[src/hw/rtl/kmp_pkg.sv]
// Package for the key match probe block: shared constants, request codes,
// controller state type and the command/status structs between controller
// and datapath. No dependencies.
`default_nettype none

package kmp_pkg;

  // Default sizes of the build-side key table.
  localparam int unsigned TableDepthDef = 64;
  localparam int unsigned KeyWidthDef   = 32;

  // Fixed field widths.
  localparam int unsigned CfgW      = 7;
  localparam int unsigned EntryIdxW = 6;
  localparam int unsigned CountW    = 32;

  localparam logic [CountW-1:0] CountMax = 32'hFFFF_FFFF;

  // Request type codes.
  localparam logic ReqLoad  = 1'b0;
  localparam logic ReqProbe = 1'b1;

  // Controller states.
  typedef enum logic {
    ST_IDLE,
    ST_EMIT
  } kmp_state_e;

  // Commands from the controller to the datapath.
  typedef struct packed {
    logic load_we;      // write the request key into the table
    logic probe_start;  // capture the match vector of the request key
    logic emit;         // send the next result to the output register
  } kmp_cmd_t;

  // Status from the datapath to the controller.
  typedef struct packed {
    logic out_free;   // output register can take a result this cycle
    logic last_pick;  // the result picked now is the final one of the probe
  } kmp_status_t;

endpackage

`default_nettype wire

[src/hw/rtl/key_match_probe_unit.sv]
// Top level of the key match probe block: instantiates the controller and
// the datapath. Depends on kmp_pkg, kmp_ctrl and kmp_datapath.
//
// Nested-loop join probe against a small key table. A load request writes
// its key into one table entry. A probe request compares its key against
// all entries in use at once as it is accepted, then sends one result per
// matching entry, lowest index first, one per cycle while the output is not
// stalled, through a single output register; a probe with no match sends
// one result with found clear. The next request is accepted in the cycle
// the final result of a probe is sent. The running batch match total
// saturates and is reported, then cleared, on the final result of the probe
// marked end of batch. Table entries have no reset and must be loaded
// before they are probed; there is no clearing pass.
`default_nettype none

module key_match_probe_unit #(
  parameter int unsigned TABLE_DEPTH = kmp_pkg::TableDepthDef,
  parameter int unsigned KEY_WIDTH   = kmp_pkg::KeyWidthDef
) (
  input  wire logic                                clk_i,
  input  wire logic                                rst_ni,
  // Configuration write port.
  input  wire logic                                cfg_we_i,
  input  wire logic        [kmp_pkg::CfgW-1:0]     cfg_wdata_i,
  // Request channel.
  input  wire logic                                in_valid_i,
  output logic                                     in_stall_o,
  input  wire logic                                req_type_i,
  input  wire logic        [kmp_pkg::EntryIdxW-1:0] entry_index_i,
  input  wire logic signed [KEY_WIDTH-1:0]         key_i,
  input  wire logic                                end_of_batch_i,
  // Result channel.
  output logic                                     out_valid_o,
  input  wire logic                                out_stall_i,
  output logic                                     found_o,
  output logic             [kmp_pkg::EntryIdxW-1:0] match_index_o,
  output logic                                     last_of_probe_o,
  output logic                                     batch_done_o,
  output logic             [kmp_pkg::CountW-1:0]   batch_match_count_o
);

  kmp_pkg::kmp_cmd_t    cmd;
  kmp_pkg::kmp_status_t status;

  // Controller.
  kmp_ctrl u_ctrl (
    .clk_i      (clk_i),
    .rst_ni     (rst_ni),
    .in_valid_i (in_valid_i),
    .req_type_i (req_type_i),
    .in_stall_o (in_stall_o),
    .status_i   (status),
    .cmd_o      (cmd)
  );

  // Datapath.
  kmp_datapath #(
    .TABLE_DEPTH (TABLE_DEPTH),
    .KEY_WIDTH   (KEY_WIDTH)
  ) u_datapath (
    .clk_i               (clk_i),
    .rst_ni              (rst_ni),
    .cfg_we_i            (cfg_we_i),
    .cfg_wdata_i         (cfg_wdata_i),
    .entry_index_i       (entry_index_i),
    .key_i               (key_i),
    .end_of_batch_i      (end_of_batch_i),
    .cmd_i               (cmd),
    .status_o            (status),
    .out_valid_o         (out_valid_o),
    .out_stall_i         (out_stall_i),
    .found_o             (found_o),
    .match_index_o       (match_index_o),
    .last_of_probe_o     (last_of_probe_o),
    .batch_done_o        (batch_done_o),
    .batch_match_count_o (batch_match_count_o)
  );

endmodule

`default_nettype wire

[src/hw/rtl/kmp_ctrl.sv]
// Controller state machine of the key match probe block.
// Depends on kmp_pkg for the state type and the command/status structs.
`default_nettype none

module kmp_ctrl (
  input  wire logic                clk_i,
  input  wire logic                rst_ni,
  input  wire logic                in_valid_i,
  input  wire logic                req_type_i,
  output logic                     in_stall_o,
  input  wire kmp_pkg::kmp_status_t status_i,
  output kmp_pkg::kmp_cmd_t        cmd_o
);

  kmp_pkg::kmp_state_e state_q, state_d;

  // State register.
  always_ff @(posedge clk_i or negedge rst_ni) begin
    if (!rst_ni) begin
      state_q <= kmp_pkg::ST_IDLE;
    end else begin
      state_q <= state_d;
    end
  end

  // Next state and commands.
  always_comb begin
    logic take_req;
    take_req    = 1'b0;
    state_d     = state_q;
    in_stall_o  = 1'b1;
    cmd_o       = '0;
    case (state_q)
      kmp_pkg::ST_IDLE: begin
        in_stall_o = 1'b0;
        take_req   = in_valid_i;
      end
      kmp_pkg::ST_EMIT: begin
        if (status_i.out_free) begin
          cmd_o.emit = 1'b1;
          // The final result frees the datapath, so a new request may enter now.
          if (status_i.last_pick) begin
            in_stall_o = 1'b0;
            state_d    = kmp_pkg::ST_IDLE;
            take_req   = in_valid_i;
          end
        end
      end
      default: begin
        state_d = kmp_pkg::ST_IDLE;
      end
    endcase

    // Decode an accepted request.
    if (take_req) begin
      if (req_type_i == kmp_pkg::ReqLoad) begin
        cmd_o.load_we = 1'b1;
      end else begin
        cmd_o.probe_start = 1'b1;
        state_d           = kmp_pkg::ST_EMIT;
      end
    end
  end

`ifndef SYNTHESIS
  // A request is only taken in the emit state together with the final result.
  a_accept_on_last: assert property (@(posedge clk_i) disable iff (!rst_ni)
    (state_q == kmp_pkg::ST_EMIT && !in_stall_o) |-> (cmd_o.emit && status_i.last_pick))
    else $error("request accepted before the probe finished");

  // No results are sent while idle.
  a_no_emit_idle: assert property (@(posedge clk_i) disable iff (!rst_ni)
    (state_q == kmp_pkg::ST_IDLE) |-> !cmd_o.emit)
    else $error("result emitted while idle");

  // A started probe always moves on to sending results.
  a_probe_to_emit: assert property (@(posedge clk_i) disable iff (!rst_ni)
    cmd_o.probe_start |=> (state_q == kmp_pkg::ST_EMIT))
    else $error("probe start did not enter the emit state");
`endif

endmodule

`default_nettype wire

[src/hw/rtl/kmp_datapath.sv]
// Datapath of the key match probe block: key table, parallel key compare,
// match vector, lowest-match pick, batch match counter and output register.
// Depends on kmp_pkg for widths, constants and the command/status structs.
`default_nettype none

module kmp_datapath #(
  parameter int unsigned TABLE_DEPTH = kmp_pkg::TableDepthDef,
  parameter int unsigned KEY_WIDTH   = kmp_pkg::KeyWidthDef
) (
  input  wire logic                                clk_i,
  input  wire logic                                rst_ni,
  input  wire logic                                cfg_we_i,
  input  wire logic        [kmp_pkg::CfgW-1:0]     cfg_wdata_i,
  input  wire logic        [kmp_pkg::EntryIdxW-1:0] entry_index_i,
  input  wire logic signed [KEY_WIDTH-1:0]         key_i,
  input  wire logic                                end_of_batch_i,
  input  wire kmp_pkg::kmp_cmd_t                   cmd_i,
  output kmp_pkg::kmp_status_t                     status_o,
  output logic                                     out_valid_o,
  input  wire logic                                out_stall_i,
  output logic                                     found_o,
  output logic             [kmp_pkg::EntryIdxW-1:0] match_index_o,
  output logic                                     last_of_probe_o,
  output logic                                     batch_done_o,
  output logic             [kmp_pkg::CountW-1:0]   batch_match_count_o
);

  localparam int unsigned IdxW = (TABLE_DEPTH > 1) ? $clog2(TABLE_DEPTH) : 1;
  localparam logic [kmp_pkg::CfgW-1:0] DepthCfg = kmp_pkg::CfgW'(TABLE_DEPTH);

  logic signed [KEY_WIDTH-1:0]         table_q [TABLE_DEPTH];
  logic        [kmp_pkg::CfgW-1:0]     entries_q;
  logic        [kmp_pkg::CfgW-1:0]     limit;
  logic        [TABLE_DEPTH-1:0]       hit_vec;
  logic        [TABLE_DEPTH-1:0]       match_q, match_d;
  logic        [TABLE_DEPTH-1:0]       low_bit;
  logic        [TABLE_DEPTH-1:0]       rest;
  logic        [IdxW-1:0]              pick_idx;
  logic                                pick_found;
  logic                                eob_q;
  logic        [kmp_pkg::CountW-1:0]   count_q, count_d;
  logic        [kmp_pkg::CountW-1:0]   count_inc;
  logic                                load_ok;
  logic                                out_valid_q;
  logic                                found_q;
  logic        [kmp_pkg::EntryIdxW-1:0] match_index_q;
  logic                                last_q;
  logic                                done_q;
  logic        [kmp_pkg::CountW-1:0]   total_q;

  // Entry count register.
  always_ff @(posedge clk_i or negedge rst_ni) begin
    if (!rst_ni) begin
      entries_q <= '0;
    end else if (cfg_we_i) begin
      entries_q <= cfg_wdata_i;
    end
  end

  assign limit = (entries_q > DepthCfg) ? DepthCfg : entries_q;

  // Key table write; loads beyond the table depth are dropped.
  assign load_ok = ({1'b0, entry_index_i} < DepthCfg);

  always_ff @(posedge clk_i) begin
    if (cmd_i.load_we && load_ok) begin
      table_q[entry_index_i[IdxW-1:0]] <= key_i;
    end
  end

  // One comparator per table entry, masked by the entry count.
  always_comb begin
    for (int j = 0; j < TABLE_DEPTH; j++) begin
      hit_vec[j] = (table_q[j] == key_i) && (kmp_pkg::CfgW'(j) < limit);
    end
  end

  // Isolate the lowest pending match and encode its index.
  assign low_bit    = match_q & (~match_q + 1'b1);
  assign rest       = match_q & ~low_bit;
  assign pick_found = |match_q;

  always_comb begin
    pick_idx = '0;
    for (int b = 0; b < IdxW; b++) begin
      for (int j = 0; j < TABLE_DEPTH; j++) begin
        if (((j >> b) & 1) == 1) begin
          pick_idx[b] = pick_idx[b] | low_bit[j];
        end
      end
    end
  end

  assign status_o.last_pick = (rest == '0);
  assign status_o.out_free  = !out_valid_q || !out_stall_i;

  // Pending match vector.
  always_comb begin
    match_d = match_q;
    if (cmd_i.emit) begin
      match_d = rest;
    end
    if (cmd_i.probe_start) begin
      match_d = hit_vec;
    end
  end

  always_ff @(posedge clk_i) begin
    match_q <= match_d;
    if (cmd_i.probe_start) begin
      eob_q <= end_of_batch_i;
    end
  end

  // Saturating batch match counter, cleared after the end-of-batch report.
  assign count_inc = (pick_found && count_q != kmp_pkg::CountMax) ? count_q + 1'b1
                                                                  : count_q;

  always_comb begin
    count_d = count_q;
    if (cmd_i.emit) begin
      count_d = (status_o.last_pick && eob_q) ? '0 : count_inc;
    end
  end

  always_ff @(posedge clk_i or negedge rst_ni) begin
    if (!rst_ni) begin
      count_q <= '0;
    end else begin
      count_q <= count_d;
    end
  end

  // Output register valid flag.
  always_ff @(posedge clk_i or negedge rst_ni) begin
    if (!rst_ni) begin
      out_valid_q <= 1'b0;
    end else if (cmd_i.emit) begin
      out_valid_q <= 1'b1;
    end else if (!out_stall_i) begin
      out_valid_q <= 1'b0;
    end
  end

  // Output register payload.
  always_ff @(posedge clk_i) begin
    if (cmd_i.emit) begin
      found_q       <= pick_found;
      match_index_q <= kmp_pkg::EntryIdxW'(pick_idx);
      last_q        <= status_o.last_pick;
      done_q        <= status_o.last_pick && eob_q;
      total_q       <= (status_o.last_pick && eob_q) ? count_inc : '0;
    end
  end

  assign out_valid_o         = out_valid_q;
  assign found_o             = found_q;
  assign match_index_o       = match_index_q;
  assign last_of_probe_o     = last_q;
  assign batch_done_o        = done_q;
  assign batch_match_count_o = total_q;

`ifndef SYNTHESIS
  // A result is only written into a free output register.
  a_emit_free: assert property (@(posedge clk_i) disable iff (!rst_ni)
    cmd_i.emit |-> status_o.out_free)
    else $error("result overwrote a waiting output");

  // The batch report only comes on the final result of a probe.
  a_done_last: assert property (@(posedge clk_i) disable iff (!rst_ni)
    (out_valid_q && done_q) |-> last_q)
    else $error("batch report on a result that is not final");

  // The batch counter is empty right after a batch report is produced.
  a_count_clear: assert property (@(posedge clk_i) disable iff (!rst_ni)
    (cmd_i.emit && status_o.last_pick && eob_q) |=> (count_q == '0))
    else $error("batch counter not cleared after batch report");
`endif

endmodule

`default_nettype wire

[config.mk]
export PLATFORM = sky130hd
export DESIGN_NAME = key_match_probe_unit
export DESIGN_NICKNAME = d
export VERILOG_FILES = /design/src/hw/rtl/kmp_pkg.sv /design/src/hw/rtl/key_match_probe_unit.sv /design/src/hw/rtl/kmp_ctrl.sv /design/src/hw/rtl/kmp_datapath.sv
export SDC_FILE = /design/constraint.sdc
export NUM_CORES = 2
export LEC_CHECK = 0
export BUFFER_PORTS_ARGS = -buffer_cell sky130_fd_sc_hd__buf_2
export CAP_MARGIN = 20
export CORE_MARGIN = 4
export CORE_UTILIZATION = 56
export DETAILED_ROUTE_END_ITERATION = 16
export GPL_ROUTABILITY_DRIVEN = 1
export PLACE_DENSITY = 0.75
export SYNTH_ARGS = -nofsm -noshare
export SYNTH_HDL_FRONTEND = slang
export SYNTH_SLANG_ARGS = --single-unit
export TNS_END_PERCENT = 5
[constraint.sdc]
create_clock -name clk_i -period 6.3 [get_ports clk_i]
set_input_delay 1.26 -clock clk_i [delete_from_list [all_inputs] [get_ports clk_i]]
set_output_delay 1.26 -clock clk_i [all_outputs]
set_load 0.03 [all_outputs]
==> flow_summary.toml <==
[grt]
grt_start_max_net_pins = 74
grt-ovfl-total = 0
grt_util_all_layers_pct = 30.2
grt_pass1_vias = 54199
grt_pass1_wl_um = 383000
antenna_found_initial = 13

[timing]
post-route-min-period_ns = 6.10
clock_skew_ns = 0.0513
finalHoldViolCount = 0
slew-limit-headroom_pct = 20.7
finalMaxSlewViolations = 0
max_clock_freq_mhz = 164
finalCritPeriodShare_pct = 96.9
layout_setup_ws_ns = 0.196
setup_violations = 0
tns_ns = 0
holdWs_ns = 0.521
tightestPinTransition_ns = 1.19
rsz0062_at_grt = "no"

[placement]
dpl.hpwl_um = 162000
gp_congestion = 0.948
place_ws_ns = 0.905
dpl.cell_count = 8552
port_buffers = 94

[critical_path]
r2r_cells = 11
startpoint = "u_datapath.match_q[19]"
rr_endpoint = "u_datapath.table_q[43][3]"
reg2reg_from = "u_datapath.match_q[19]"
reg2reg_slack_ns = 1.12
crit_type = "register to output pin"
worstPathArrival_ns = 4.84
cp-start-kind = "register"
crit_fanout = 8
endpoint_kind = "output pin"
worstPathRequired_ns = 5.04

[die]
ios = 95
initial_core_util_pct = 56.5
rows = 150
core-area_mm2 = 0.168
dieArea_mm2 = 0.176
die_y_um = 419
fp.dieW_um = 419

[synthesis]
synth_compound_gate_area_share_pct = 2.45
synthMuxAreaShare_pct = 0.0924
yosysTopAreaCell = "edfxtp_1"
synth_area_per_cell_um2 = 15.2
yosys_warnings = 0
syn_nets = 6275
synthArstFlopShare_pct = 1.87
synth_xor_area_share_pct = 19.2
ys_seq_area_share_pct = 69.3
synthDistinctLibCells = 75
synth_adder_area_share_pct = 0.0343
synth_edf_count = 2154
synthTopCellsByArea = "edfxtp_1, xnor2_1, xor2_1"
synth_top_family_by_area = "XOR/XNOR gates"
synth_top_flop_cell = "edfxtp_1"
syn_area_mm2 = 0.0948
synth_cells = 6222
synth_top_area_share_pct = 68.2
synthSimpleGateAreaFrac_pct = 7.48
synth-seq-cells = 2195

[clocking]
clk_pin_slew_ns = 0.06
cts.sinks = 2195
clk_latency_ns = 0.87
cts_tree = "yes"
htree_num_levels = 4
root_buffer = "clkbuf_16"
cts_made_buffers = 214
clk_path_buf_depth = 3
hold_buffers = 0

[job]
drv_cap = 0

[drt]
wire_per_inst_um = 29.8
firstDrtPassIters = 6
vias_per_cell = 6.23
ant_nets = 0
drt-total-wl_um = 267000
via_count = 55831
route.detailed.drc = 0
drtIter0Drc = 6881

[finish]
drive_gt1_share_pct = 12.7
final_cells = 8963
fillers = 11648
final_common_cell = "edfxtp_1"
nets = 6623
utilization_pct = 64.2
final_cell_mix = "edfxtp_1, xnor2_1, xor2_1, nand4_1, nor4_1"
syn_to_final_growth_pct = 13.7

[power]
p_per_area_mw_per_mm2 = 288
vdd_drop_max_uv = 281
cellLeakagePower_uw = 0.0342

[run_status]
status = "finished clean"

[min_path]
hp-class = "primary input to asynchronous set/reset pin"
## cell families after synthesis
family                   after synthesis
XOR/XNOR                            2074
multiplexers                           8
buffers and inverters                349
flip-flops                          2195
AND/OR/NAND/NOR                     1249
AO/OA/AOI/OAI                        344
adder cells (fa/ha/maj)                3
## report_power, final
| part | total, uW | switching (uW) | internal [uW] |
|---|---|---|---|
| combinational | 2020 | 1400 | 618 |
| sequential | 16100 | 59.1 | 16100 |
| clock | 12900 | 5490 | 7440 |
| total | 31100 | 6940 | 24100 |
## repair_timing
action,CTS,global route
endpoints found under the setup margin,1,1
pin swaps,0,1
buffers inserted,0,4
resized for setup,1,3
hold endpoints to repair,0,0
## cell type report
cell class / instances / area (um2) / area share, %
flip-flops and latches: 2195 / 65700 / 61.0
clock inverters: 128 / 1470 / 1.37
multi-input cells: 3678 / 28100 / 26.1
repair buffers: 443 / 3980 / 3.69
inverters: 38 / 143 / 0.132
well taps: 2204 / 2760 / 2.56
clock buffers: 270 / 5620 / 5.21
diodes: 7 / 17.5 / 0.0163
## cell usage after synthesis, types with 18 or more instances
cell type and count:
inv_1 37, nand2_1 79, nand4_1 337, a21oi_1 51
nand3_1 94, dfrtp_1 41, or4_1 32, buf_1 87
clkbuf_1 209, nor2_1 130, xor2_1 971, edfxtp_1 2154
xnor2_1 1103, nor4_1 338, nor3_1 151, o2111ai_1 24
o21ai_0 107, a22o_1 18, a21o_1 22, o211ai_1 20
## worst max-delay path by stage
| stage | end | slack (ns) | cells past startpoint |
|---|---|---|---|
| 6_report | in_stall_o | 0.20 | 9 |
| 5_1_grt | in_stall_o | 0.008 | 9 |
| 4_1_cts | in_stall_o | 0.04 | 10 |
| 3_5_place_dp | in_stall_o | 0.91 | 9 |
| 3_3_place_gp | in_stall_o | 0.91 | 9 |
| 2_1_floorplan | u_datapath.table_q[36][0] | 0.02 | 14 |
## sequential cells by signal, indices dropped and copies added, names as in the netlist, 6 cells and up
name                            flops
u_datapath.match_index_o            6
u_datapath.entries_q                7
u_datapath.batch_match_count_o     32
u_datapath.match_q                 64
u_datapath.table_q               2048
u_datapath.count_q                 32
## metrics by stage
| stage | area, um2 | total power [uW] |
|---|---|---|
| after floorplan | 94800 | 17400 |
| after global routing | 108000 | 31900 |
| final | 108000 | 31100 |
| after global placement | 101000 | 18400 |
| after detailed placement | 101000 | 18400 |
| after CTS | 108000 | 31200 |
## layer usage
| layer | GRT usage, % | share of wire, % | up-vias |
|---|---|---|---|
| met5 | 0 | 0.012 | - |
| met4 | 10.6 | 3.7 | 6 |
| met3 | 5.10 | 8.9 | 519 |
| met2 | 48.3 | 47 | 2978 |
| met1 | 42.4 | 40 | 28484 |
| li1 | - | - | 23844 |
## worst max-delay path, stage by stage, from the launching register on
cell       delay (ns)
edfxtp_1         0.52
or4_1            0.62
or4_1            0.69
o41ai_1          0.52
o2111ai_1        0.18
nor4_1           0.52
and4_1           0.31
and3_1           0.27
a21oi_4          0.12
buf_2            0.27
Note: power is estimated with default switching activity, not from simulation.
